===== src/hdl/sfpw_pkg.sv =====
// Shared constants, types and command record for the SPI flash page-split writer.
package sfpw_pkg;

    localparam int PAGE_BYTES   = 256;              // power of two
    localparam int PAGE_LSB     = $clog2(PAGE_BYTES);
    localparam int ADDRESS_BITS = 24;
    localparam int HDR_W        = 24;               // address bits carried in the header
    localparam int CNT_W        = 24;
    localparam int FIFO_DEPTH   = 4;
    localparam int FIFO_PTR_W   = $clog2(FIFO_DEPTH);

    localparam logic [CNT_W-1:0] COUNT_MAX    = '1;
    localparam logic [7:0]       OPCODE_RESET = 8'd88;
    localparam logic [7:0]       MARKER_RESET = 8'd36;

    localparam logic REG_OPCODE = 1'b0;
    localparam logic REG_MARKER = 1'b1;

    typedef struct packed {
        logic [7:0]       data;
        logic             hdr;
        logic [HDR_W-1:0] addr;
        logic [CNT_W-1:0] cnt_before;
        logic [CNT_W-1:0] cnt_after;
        logic             close;
        logic             marker;
        logic [HDR_W-1:0] maddr;
    } t_cmd;

endpackage


===== src/hdl/sfpw_front.sv =====
// Front end: tracks address, open frame and byte count, turns each input word into a command.
module sfpw_front import sfpw_pkg::*; (
    input  logic                    i_clk,
    input  logic                    i_rst_n,
    input  logic                    i_push,
    input  logic [7:0]              i_data_byte,
    input  logic                    i_first_byte,
    input  logic [23:0]             i_start_address,
    input  logic                    i_last_byte,
    input  logic                    i_append_marker,
    output t_cmd                    o_cmd
);

    logic [ADDRESS_BITS-1:0] r_addr, n_addr;
    logic                    r_open, n_open;
    logic [CNT_W-1:0]        r_cnt, n_cnt;

    logic [ADDRESS_BITS-1:0] w_addr;
    logic [CNT_W-1:0]        w_cnt;
    logic                    w_open;
    logic                    w_close;

    always_comb begin
        w_addr  = i_first_byte ? ADDRESS_BITS'(i_start_address) : r_addr;
        w_cnt   = i_first_byte ? '0 : r_cnt;
        w_open  = i_first_byte ? 1'b0 : r_open;
        w_close = i_last_byte || (&w_addr[PAGE_LSB-1:0]) || (&w_addr);

        n_addr = w_addr + 1'b1;
        n_cnt  = (w_cnt == COUNT_MAX) ? COUNT_MAX : w_cnt + 1'b1;
        n_open = !w_close;

        o_cmd.data       = i_data_byte;
        o_cmd.hdr        = !w_open;
        o_cmd.addr       = HDR_W'(w_addr);
        o_cmd.cnt_before = w_cnt;
        o_cmd.cnt_after  = n_cnt;
        o_cmd.close      = w_close;
        o_cmd.marker     = i_last_byte && i_append_marker;
        o_cmd.maddr      = HDR_W'(n_addr);
    end

    always_ff @(posedge i_clk) begin
        if (!i_rst_n) begin
            r_addr <= '0;
            r_open <= 1'b0;
            r_cnt  <= '0;
        end else if (i_push) begin
            r_addr <= n_addr;
            r_open <= n_open;
            r_cnt  <= n_cnt;
        end
    end

endmodule


===== src/hdl/sfpw_fifo.sv =====
// Short command queue between front and back ends.
module sfpw_fifo import sfpw_pkg::*; (
    input  logic i_clk,
    input  logic i_rst_n,
    input  logic i_push,
    input  t_cmd i_cmd,
    output logic o_full,
    input  logic i_pop,
    output t_cmd o_head,
    output logic o_empty
);

    t_cmd                  r_mem [FIFO_DEPTH];
    logic [FIFO_PTR_W-1:0] r_wr, r_rd;
    logic [FIFO_PTR_W:0]   r_count;

    assign o_full  = (r_count == (FIFO_PTR_W+1)'(FIFO_DEPTH));
    assign o_empty = (r_count == '0);
    assign o_head  = r_mem[r_rd];

    always_ff @(posedge i_clk) begin
        if (i_push) begin
            r_mem[r_wr] <= i_cmd;
        end
    end

    always_ff @(posedge i_clk) begin
        if (!i_rst_n) begin
            r_wr    <= '0;
            r_rd    <= '0;
            r_count <= '0;
        end else begin
            if (i_push) begin
                r_wr <= r_wr + 1'b1;
            end
            if (i_pop) begin
                r_rd <= r_rd + 1'b1;
            end
            if (i_push && !i_pop) begin
                r_count <= r_count + 1'b1;
            end else if (!i_push && i_pop) begin
                r_count <= r_count - 1'b1;
            end
        end
    end

endmodule


===== src/hdl/sfpw_back.sv =====
// Back end: head command to SPI bytes in the output register, one per cycle unless stalled.
module sfpw_back import sfpw_pkg::*; (
    input  logic             i_clk,
    input  logic             i_rst_n,
    input  t_cmd             i_head,
    input  logic             i_empty,
    output logic             o_pop,
    input  logic [7:0]       i_write_opcode,
    input  logic [7:0]       i_marker_byte,
    output logic             o_valid,
    input  logic             i_ready,
    output logic [7:0]       o_spi_byte,
    output logic             o_frame_end,
    output logic             o_last,
    output logic [CNT_W-1:0] o_bytes_done
);

    typedef enum logic [3:0] {
        STEP_H0, STEP_H1, STEP_H2, STEP_H3, STEP_DATA,
        STEP_M0, STEP_M1, STEP_M2, STEP_M3, STEP_MK
    } t_step;

    t_step            r_step, w_cur, w_next;
    logic             r_mid;
    logic             r_valid;
    logic [7:0]       r_byte;
    logic             r_fe;
    logic             r_last;
    logic [CNT_W-1:0] r_cnt;

    logic             w_emit, w_done, w_fe;
    logic [7:0]       w_byte;
    logic [CNT_W-1:0] w_cnt;

    always_comb begin
        w_cur  = r_mid ? r_step : (i_head.hdr ? STEP_H0 : STEP_DATA);
        w_emit = !i_empty && (!r_valid || i_ready);
        w_done = (w_cur == STEP_MK) || (w_cur == STEP_DATA && !i_head.marker);
        o_pop  = w_emit && w_done;
        w_fe   = 1'b0;
        w_cnt  = i_head.cnt_after;
        unique case (w_cur)
            STEP_H0: begin
                w_byte = i_write_opcode;
                w_cnt  = i_head.cnt_before;
                w_next = STEP_H1;
            end
            STEP_H1: begin
                w_byte = i_head.addr[23:16];
                w_cnt  = i_head.cnt_before;
                w_next = STEP_H2;
            end
            STEP_H2: begin
                w_byte = i_head.addr[15:8];
                w_cnt  = i_head.cnt_before;
                w_next = STEP_H3;
            end
            STEP_H3: begin
                w_byte = i_head.addr[7:0];
                w_cnt  = i_head.cnt_before;
                w_next = STEP_DATA;
            end
            STEP_DATA: begin
                w_byte = i_head.data;
                w_fe   = i_head.close;
                w_next = STEP_M0;
            end
            STEP_M0: begin
                w_byte = i_write_opcode;
                w_next = STEP_M1;
            end
            STEP_M1: begin
                w_byte = i_head.maddr[23:16];
                w_next = STEP_M2;
            end
            STEP_M2: begin
                w_byte = i_head.maddr[15:8];
                w_next = STEP_M3;
            end
            STEP_M3: begin
                w_byte = i_head.maddr[7:0];
                w_next = STEP_MK;
            end
            STEP_MK: begin
                w_byte = i_marker_byte;
                w_fe   = 1'b1;
                w_next = STEP_H0;
            end
            default: begin
                w_byte = i_head.data;
                w_next = STEP_H0;
            end
        endcase
    end

    always_ff @(posedge i_clk) begin
        if (!i_rst_n) begin
            r_step  <= STEP_H0;
            r_mid   <= 1'b0;
            r_valid <= 1'b0;
        end else if (w_emit) begin
            r_step  <= w_next;
            r_mid   <= !w_done;
            r_valid <= 1'b1;
        end else if (i_ready) begin
            r_valid <= 1'b0;
        end
    end

    always_ff @(posedge i_clk) begin
        if (w_emit) begin
            r_byte <= w_byte;
            r_fe   <= w_fe;
            r_last <= w_done;
            r_cnt  <= w_cnt;
        end
    end

    assign o_valid      = r_valid;
    assign o_spi_byte   = r_byte;
    assign o_frame_end  = r_fe;
    assign o_last       = r_last;
    assign o_bytes_done = r_cnt;

endmodule


===== src/hdl/spi_flash_page_split_writer.sv =====
// Top level of the SPI flash page-split writer: config registers, front, queue, back.
//
//  channel  | dir | handshake                 | payload
//  s_axis   | in  | s_axis_tvalid/tready      | tdata: data_byte, start_address; tuser; tlast
//  m_axis   | out | m_axis_tvalid/tready      | tdata: spi_byte, bytes_done; tuser; tlast
//  apb      | in  | psel, penable, pready     | paddr, pwdata, prdata
//
//  One output word per cycle unless the output stalls; an input word yields 1 to 10
//  output words (header 4, data 1, marker frame 5), so its cost is set by the back
//  end's byte sequencer. Input words are taken every cycle while the 4-entry command
//  queue has room. Reset is synchronous, active low; it clears the queue, the output
//  valid, address, count and frame state; registers return to opcode 88, marker 36.
//  A stalled output holds its word; the front keeps accepting until the queue fills.
module spi_flash_page_split_writer import sfpw_pkg::*; (
    input  logic        i_clk,
    input  logic        i_rst_n,
    input  logic        s_axis_tvalid,
    output logic        s_axis_tready,
    input  logic [31:0] s_axis_tdata,   // [7:0] data_byte, [31:8] start_address
    input  logic [1:0]  s_axis_tuser,   // [0] first_byte, [1] append_marker
    input  logic        s_axis_tlast,   // last_byte
    output logic        m_axis_tvalid,
    input  logic        m_axis_tready,
    output logic [31:0] m_axis_tdata,   // [7:0] spi_byte, [31:8] bytes_done
    output logic        m_axis_tuser,   // [0] frame_end
    output logic        m_axis_tlast,   // last
    input  logic        psel,
    input  logic        penable,
    input  logic        pwrite,
    input  logic [2:0]  paddr,
    input  logic [31:0] pwdata,
    output logic [31:0] prdata,
    output logic        pready
);

    logic [7:0] r_write_opcode, r_marker_byte;
    logic       w_wr;
    logic       w_push, w_pop, w_full, w_empty;
    t_cmd       w_cmd, w_head;
    logic [7:0] w_spi_byte;
    logic [CNT_W-1:0] w_bytes_done;

    assign pready = 1'b1;
    assign w_wr   = psel && penable && pwrite && pready;

    always_ff @(posedge i_clk) begin
        if (!i_rst_n) begin
            r_write_opcode <= OPCODE_RESET;
            r_marker_byte  <= MARKER_RESET;
        end else if (w_wr) begin
            if (paddr[2] == REG_OPCODE) begin
                r_write_opcode <= pwdata[7:0];
            end else begin
                r_marker_byte <= pwdata[7:0];
            end
        end
    end

    assign prdata = {24'd0, (paddr[2] == REG_MARKER) ? r_marker_byte : r_write_opcode};

    assign s_axis_tready = !w_full;
    assign w_push        = s_axis_tvalid && s_axis_tready;

    sfpw_front u_front (
        .i_clk           (i_clk),
        .i_rst_n         (i_rst_n),
        .i_push          (w_push),
        .i_data_byte     (s_axis_tdata[7:0]),
        .i_first_byte    (s_axis_tuser[0]),
        .i_start_address (s_axis_tdata[31:8]),
        .i_last_byte     (s_axis_tlast),
        .i_append_marker (s_axis_tuser[1]),
        .o_cmd           (w_cmd)
    );

    sfpw_fifo u_fifo (
        .i_clk   (i_clk),
        .i_rst_n (i_rst_n),
        .i_push  (w_push),
        .i_cmd   (w_cmd),
        .o_full  (w_full),
        .i_pop   (w_pop),
        .o_head  (w_head),
        .o_empty (w_empty)
    );

    sfpw_back u_back (
        .i_clk          (i_clk),
        .i_rst_n        (i_rst_n),
        .i_head         (w_head),
        .i_empty        (w_empty),
        .o_pop          (w_pop),
        .i_write_opcode (r_write_opcode),
        .i_marker_byte  (r_marker_byte),
        .o_valid        (m_axis_tvalid),
        .i_ready        (m_axis_tready),
        .o_spi_byte     (w_spi_byte),
        .o_frame_end    (m_axis_tuser),
        .o_last         (m_axis_tlast),
        .o_bytes_done   (w_bytes_done)
    );

    assign m_axis_tdata = {w_bytes_done, w_spi_byte};

    a_reset_idle: assert property (@(posedge i_clk)
        !i_rst_n |=> !m_axis_tvalid && s_axis_tready)
        else $error("output valid or input stalled right after reset");

    a_pop_nonempty: assert property (@(posedge i_clk) disable iff (!i_rst_n)
        w_pop |-> !w_empty)
        else $error("command popped from empty queue");

    a_ready_fall: assert property (@(posedge i_clk) disable iff (!i_rst_n)
        $fell(s_axis_tready) |-> $past(s_axis_tvalid))
        else $error("queue filled without an accepted word");

endmodule

===== config.mk =====
export PLATFORM = sky130hd
export DESIGN_NAME = spi_flash_page_split_writer
export DESIGN_NICKNAME = d
export VERILOG_FILES = /design/src/hdl/sfpw_pkg.sv /design/src/hdl/sfpw_front.sv /design/src/hdl/sfpw_fifo.sv /design/src/hdl/sfpw_back.sv /design/src/hdl/spi_flash_page_split_writer.sv
export SDC_FILE = /design/constraint.sdc
export NUM_CORES = 1
export LEC_CHECK = 0
export BUFFER_PORTS_ARGS = -buffer_cell sky130_fd_sc_hd__buf_2
export CORE_MARGIN = 2
export CORE_UTILIZATION = 65
export DETAILED_ROUTE_END_ITERATION = 12
export PLACE_DENSITY = 0.85
export SLEW_MARGIN = 20
export SYNTH_ARGS = -nofsm -noshare
export SYNTH_HDL_FRONTEND = slang
export SYNTH_SLANG_ARGS = --single-unit

===== constraint.sdc =====
create_clock -name i_clk -period 12.51 [get_ports i_clk]
set_clock_uncertainty 0.15 [all_clocks]
set_input_delay 3.1275 -clock i_clk [delete_from_list [all_inputs] [get_ports i_clk]]
set_output_delay 3.1275 -clock i_clk [all_outputs]
set_load 0.02 [all_outputs]

==> results of run 1 <==
-- worst max-delay path: stages --
cell	delay, ns
buf_2	0.25
mux2_2	0.39
buf_2	0.16
-- area by class of cell --
cell class	count	area (um^2)	area share [%]
Sequential cell	542	15480	61.10
Multi-Input combinational cell	838	6887	27.18
Clock buffer	72	1416	5.590
Clock inverter	22	245.2	0.9679
Timing Repair Buffer	112	608.1	2.400
Tap cell	455	569.3	2.247
Inverter	32	120.1	0.4740
Antenna cell	4	10.01	0.03950
-- worst max path at each step --
stage             start        end  slack, ns
3_5_place_dp   paddr[2]  prdata[5]       5.32
2_1_floorplan  paddr[2]  prdata[0]       5.37
3_3_place_gp   paddr[2]  prdata[1]       5.33
5_1_grt        paddr[2]  prdata[5]       5.30
6_report       paddr[2]  prdata[1]       5.31
4_1_cts        paddr[2]  prdata[1]       5.32
-- synth_stat cells, drive strengths merged (3+ instances only) --
library cell,n,area [um^2]
edfxtp,462,13870
nand2,113,424.2
mux4,83,1869
dfxtp,80,1602
mux2i,76,760.7
buf,73,456.7
nor2,56,212.7
nand3,53,265.3
nor2b,49,306.5
a21oi,46,230.2
clkbuf,38,142.6
o21ai,33,172.7
xnor2,33,289.0
inv,32,120.1
nand4,28,187.7
a221oi,26,245.2
and3,19,118.9
mux2,17,191.4
a31oi,14,87.58
nor3,12,71.32
o211ai,11,82.58
a22o,10,87.58
and2,9,56.31
nand2b,9,56.30
a22oi,8,60.06
a31o,7,61.31
ha,7,87.58
nand3b,7,65.06
xor2,7,61.31
nand4b,6,52.55
nor4,6,50.04
o22ai,5,31.28
or3,5,31.28
a211oi,4,30.03
a222oi,4,40.04
and4,4,35.03
o2111ai,4,35.03
o311ai,4,35.03
or2,4,27.53
a32oi,3,26.28
and4b,3,30.03
o2bb2ai,3,26.28
o31ai,3,22.52
-- where the power goes --
part | switching [mW] | leakage (nW) | total, mW | internal, mW
clock | 0.639 | 0.811 | 1.53 | 0.892
combinational | 0.637 | 3.10 | 0.976 | 0.339
sequential | 0.107 | 5.13 | 2.40 | 2.29
-- flip-flops by register name (all words and copies together) (netlist names), named ones only --
name	cells
u_back.o_last	1
u_back.r_mid	1
r_write_opcode	8
u_back.o_spi_byte	8
u_back.o_bytes_done	24
u_front.r_open	1
u_back.o_frame_end	1
u_fifo.r_wr	2
u_fifo.r_mem	428
r_marker_byte	8
u_back.o_valid	1
u_front.r_addr	24
u_fifo.r_count	3
u_front.r_cnt	24
u_back.r_step	4
u_fifo.r_rd	2
-- placed cells by master (no fill, tap or decap), drive strengths merged, types with 28 or more instances in the layout --
cell type | netlist | final
nand4 | 28 | 28
o21ai | 33 | 33
nand2 | 113 | 113
edfxtp | 462 | 462
nand3 | 53 | 53
dfxtp | 80 | 80
mux4 | 83 | 83
nor2 | 56 | 56
xnor2 | 33 | 33
a21oi | 46 | 46
nor2b | 49 | 49
buf | 73 | 112
mux2i | 76 | 76
clkbuf | 38 | 72
inv | 32 | 32
-- per-layer routing --
| metal | vias to the layer above | GRT usage, % | wire length [um] | share of wire [%] |
|---|---|---|---|---|
| met2 | 997 | 45.40 | 25070 | 48 |
| met1 | 6933 | 40.84 | 20030 | 38 |
| met4 | 4 | 10.80 | 1849 | 3.5 |
| li1 | 5971 | - | - | - |
| met5 | - | 0 | 25 | 0.047 |
| met3 | 172 | 5.664 | 5665 | 11 |
-- cell families after synthesis --
kind of cell | count (synthesis) | synth area share (%)
adders and majority gates | 8 | 0.4689
AOI/OAI and AO/OA | 199 | 6.162
buffers and inverters | 143 | 3.135
muxes | 176 | 12.30
other | 2 | 0.03273
DFF | 542 | 67.44
and+or+nand+nor | 390 | 8.937
xor gates and xnor gates | 40 | 1.527
==> run_results.csv, run 1 <==
group,metric,value,unit
placement,hpwlAfterDp,31.04,mm
sta,fin_ws,5.308,ns
final_layout,instances_no_fill,2077,
sta,slew_headroom,26.56,%
synth,yosysWarnings,0,
global_routing,grt_remaining_overflow,0,
routing,viasPerCell,6.778,
synth,synthDistinctLibCells,76,
global_routing,grt_first_pass_wirelength,79.63,mm
clock_network,cts_num_sinks,542,
clock_network,cts_tree,"built",
global_routing,grt_usage,28.94,%
global_routing,grt_start_max_net_pins,70,
clock_network,ctsHoldBuffers,0,
sta,finalCritPeriodShare,57.57,%
routing,routedWlPerCell,25.34,um
min_path,hp-start,"u_front.r_cnt[22]",
floorplan,start_util,66.26,%
routing,drt_iter0_drc,2153,
floorplan,core_area,34630,um^2
final_layout,finish.utilization,73.17,%
global_routing,grt_antenna_before_repair,6,
min_path,hp-class,"flop to flop",
synth,synthesis.area,22950,um^2
critical_path,cp_max_fo,11,
placement,dp_cells,1979,
placement,io_buffers,94,
synth,netlist_instances,1500,
critical_path,arrival,3.92,ns
pwr,cellPowerDensity,193.6,nW/um^2
final_layout,final_cell_area,25340,um^2
critical_path,crit_type,"input pin to output pin",
sta,tightestPinTransition,1.102,ns
job,maxCapViolCount,0,
sta,whs,0.3225,ns
sta,setup_viol,0,
final_layout,fillers,1981,
synth,ys_seq_area_share,67.44,%
critical_path,reg2regPathDepth,10,
routing,drc,0,
floorplan,die_w,191.9,um
synth,syn_avg_cell_area,15.30,um^2
synth,synth-seq-cells,542,
sta,finalHoldViolations,0,
floorplan,core.rowCount,68,
placement,dp_slack,5.319,ns
synth,synth_flop_cell,"edfxtp_1",
outcome,status,"complete, no violations",
sta,slew_viol_final,0,
routing,vias,14080,
critical_path,reg2reg_slack,8.36,ns
floorplan,dieArea,36820,um^2
pwr,ir_drop,0.1864,mV
clock_network,cts_buffer_depth,3,
critical_path,start_kind,"input pin",
final_layout,syn_to_final_growth,10.43,%
clock_network,post_cts_buffers,0,
critical_path,crit_required,9.23,ns
min_path,min_to,"u_front.r_cnt[22]",
clock_network,clk_pin_slew_worst_paths,0.06,ns
sta,fmax,138.9,MHz
routing,wirelength,52.64,mm
clock_network,cts.repair.resized,0,
min_path,min_path_cells,2,
clock_network,cts-root-buf,"clkbuf_16",
clock_network,h-tree-depth,2,
routing,dr.pass1.iters,7,
clock_network,clkLatencyLatePin,0.58,ns
pwr,p_leak,9.044,nW
routing,antenna_left,0,
global_routing,grt_pass1_vias,13690,
synth,async_reset_ff_share,0,%
critical_path,cp-end-kind,"output pin",
critical_path,timing.rr.end,"u_fifo.r_count[2]",
synth,synth_enable_flop_cells,462,
sta,fin_tns_setup,0,ns
clock_network,cts_buffers,51,
pwr,finalPower,4.905,mW
final_layout,nets,1662,
floorplan,die_h,191.9,um
final_layout,drive_gt1_share,19.84,%
placement,place_area,23660,um^2
sta,rsz0062_at_grt,"no",
floorplan,ios,146,
placement,gp_congestion,0.9010,
sta,min_period,7.202,ns
Power figures use the tool's default switching activity.
==> inputs of run 2 (changes only) <==
--- a/config.mk
+++ b/config.mk
@@ -7,9 +7,9 @@
 export LEC_CHECK = 0
 export BUFFER_PORTS_ARGS = -buffer_cell sky130_fd_sc_hd__buf_2
 export CORE_MARGIN = 2
-export CORE_UTILIZATION = 65
+export CORE_UTILIZATION = 55
 export DETAILED_ROUTE_END_ITERATION = 12
-export PLACE_DENSITY = 0.85
+export PLACE_DENSITY = 0.76
 export SLEW_MARGIN = 20
 export SYNTH_ARGS = -nofsm -noshare
 export SYNTH_HDL_FRONTEND = slang
==> constraint.sdc (replaced) <==
create_clock -name i_clk -period 5.8 [get_ports i_clk]
set_clock_uncertainty 0.15 [all_clocks]
set_input_delay 1.45 -clock i_clk [delete_from_list [all_inputs] [get_ports i_clk]]
set_output_delay 1.45 -clock i_clk [all_outputs]
set_load 0.02 [all_outputs]
==> run_results.csv, run 2 (synthesis results as in run 1) <==
group,metric,value,unit
outcome,status,"complete, no violations",
final_layout,drive_gt1_share,20.39,%
clock_network,cts_buffer_depth,3,
critical_path,arrival,4.21,ns
min_path,hp-class,"flop to flop",
job,maxCapViolCount,0,
global_routing,grt_pass1_vias,13390,
clock_network,ctsHoldBuffers,0,
routing,routedWlPerCell,23.75,um
floorplan,die_h,208.3,um
floorplan,dieArea,43370,um^2
floorplan,core.rowCount,74,
sta,finalCritPeriodShare,69.62,%
placement,io_buffers,94,
global_routing,grt_first_pass_wirelength,78.31,mm
critical_path,cp_max_fo,39,
routing,dr.pass1.iters,6,
pwr,finalPower,10.66,mW
clock_network,cts_num_sinks,542,
placement,dp_cells,2062,
clock_network,post_cts_buffers,0,
clock_network,h-tree-depth,2,
clock_network,cts_buffers,52,
sta,tightestPinTransition,1.097,ns
placement,place_area,23830,um^2
routing,drc,0,
sta,slew_viol_final,0,
sta,slew_headroom,26.90,%
sta,rsz0062_at_grt,"no",
final_layout,regMostFlops,"u_fifo.r_mem",
routing,wirelength,51.36,mm
floorplan,start_util,55.94,%
global_routing,grt_remaining_overflow,0,
clock_network,cts_tree,"built",
final_layout,instances_no_fill,2163,
routing,antenna_left,0,
clock_network,clkLatencyLatePin,0.59,ns
floorplan,ios,146,
sta,fin_tns_setup,0,ns
critical_path,crit_type,"input pin to flop",
pwr,cellPowerDensity,417.1,nW/um^2
final_layout,largest_register_ffs,428,
sta,fmax,247.7,MHz
critical_path,start_kind,"input pin",
placement,hpwlAfterDp,31.33,mm
critical_path,crit_required,5.97,ns
clock_network,cts-root-buf,"clkbuf_16",
final_layout,final_cell_area,25560,um^2
pwr,p_leak,9.111,nW
sta,finalHoldViolations,0,
routing,drt_iter0_drc,1565,
final_layout,syn_to_final_growth,11.41,%
sta,min_period,4.038,ns
pwr,ir_drop,0.2663,mV
routing,vias,13590,
final_layout,final_common_cell,"edfxtp_1",
final_layout,nets,1669,
sta,setup_viol,0,
floorplan,core_area,41020,um^2
placement,gp_congestion,0.8567,
routing,viasPerCell,6.284,
final_layout,final_cell_mix,"462 x edfxtp_1, 113 x nand2_1, 93 x buf_2",
critical_path,cp-end-kind,"flop",
clock_network,clk_pin_slew_worst_paths,0.06,ns
global_routing,grt_start_max_net_pins,70,
global_routing,grt_usage,23.45,%
floorplan,die_w,208.3,um
sta,whs,0.3267,ns
clock_network,cts.repair.resized,0,
global_routing,grt_antenna_before_repair,5,
run 2: cell count changes in the layout (fill, tap and decap cells not counted), moves of 2 or more:
| cell | before | now |
|---|---|---|
| buf_12 | 0 | 2 |
| buf_4 | 19 | 23 |
| clkbuf_1 | 16 | 19 |
| clkbuf_8 | 4 | 6 |
| clkinv_1 | 7 | 2 |
| clkinvlp_4 | 1 | 3 |
| inv_6 | 1 | 3 |
run 2: worst max-delay path, stage by stage:
cell and delay [ns]:
buf_4 0.27, nor2b_1 0.51, ha_1 0.43, nand3_1 0.21
nor4_2 0.63, nand3_1 0.23, xnor2_1 0.16, or2_2 0.31
run 2: path summary, 6_finish.rpt:
path	from	to	slack (ns)	cells past startpoint
worst max-delay path	s_axis_tuser[0]	u_fifo.r_mem[1][40]	1.76	8
worst min-delay path	u_front.r_addr[15]	u_front.r_addr[15]	0.33	2
worst max register to register	flop	u_back.o_spi_byte[6]	2.34	5
worst min register to register	u_front.r_addr[15]	u_front.r_addr[15]	0.33	2
run 2: cell type report:
| cell class | count | area (um^2) |
|---|---|---|
| Antenna cell | 3 | 7.507 |
| Clock buffer | 78 | 1480 |
| Clock inverter | 20 | 242.7 |
| Fill cell | 2903 | 15450 |
| Inverter | 32 | 120.1 |
| Multi-Input combinational cell | 838 | 6887 |
| Sequential cell | 542 | 15480 |
| Tap cell | 532 | 665.6 |
| Timing Repair Buffer | 118 | 678.2 |
run 2: report_power, final:
group | leakage (nW) | switching [mW] | internal, mW
Combinational | 3.15 | 1.35 | 0.743
Sequential | 5.13 | 0.230 | 4.94
Clock | 0.836 | 1.41 | 1.99
run 2: per-layer routing:
layer	vias up	wire length [um]	global-route usage, %
met2	632	24430	37.04
met4	4	1210	6.971
li1	5984	-	-
met5	-	26	0
met1	6868	21380	33.19
met3	105	4315	4.860
run 2: through the flow:
step	setup slack [ns]	util (%)
after floorplan	1.211	-
after global placement	1.360	58.11
after detailed placement	1.314	58.11
after CTS	1.840	62.31
after global routing	1.592	62.31
final	1.762	62.32
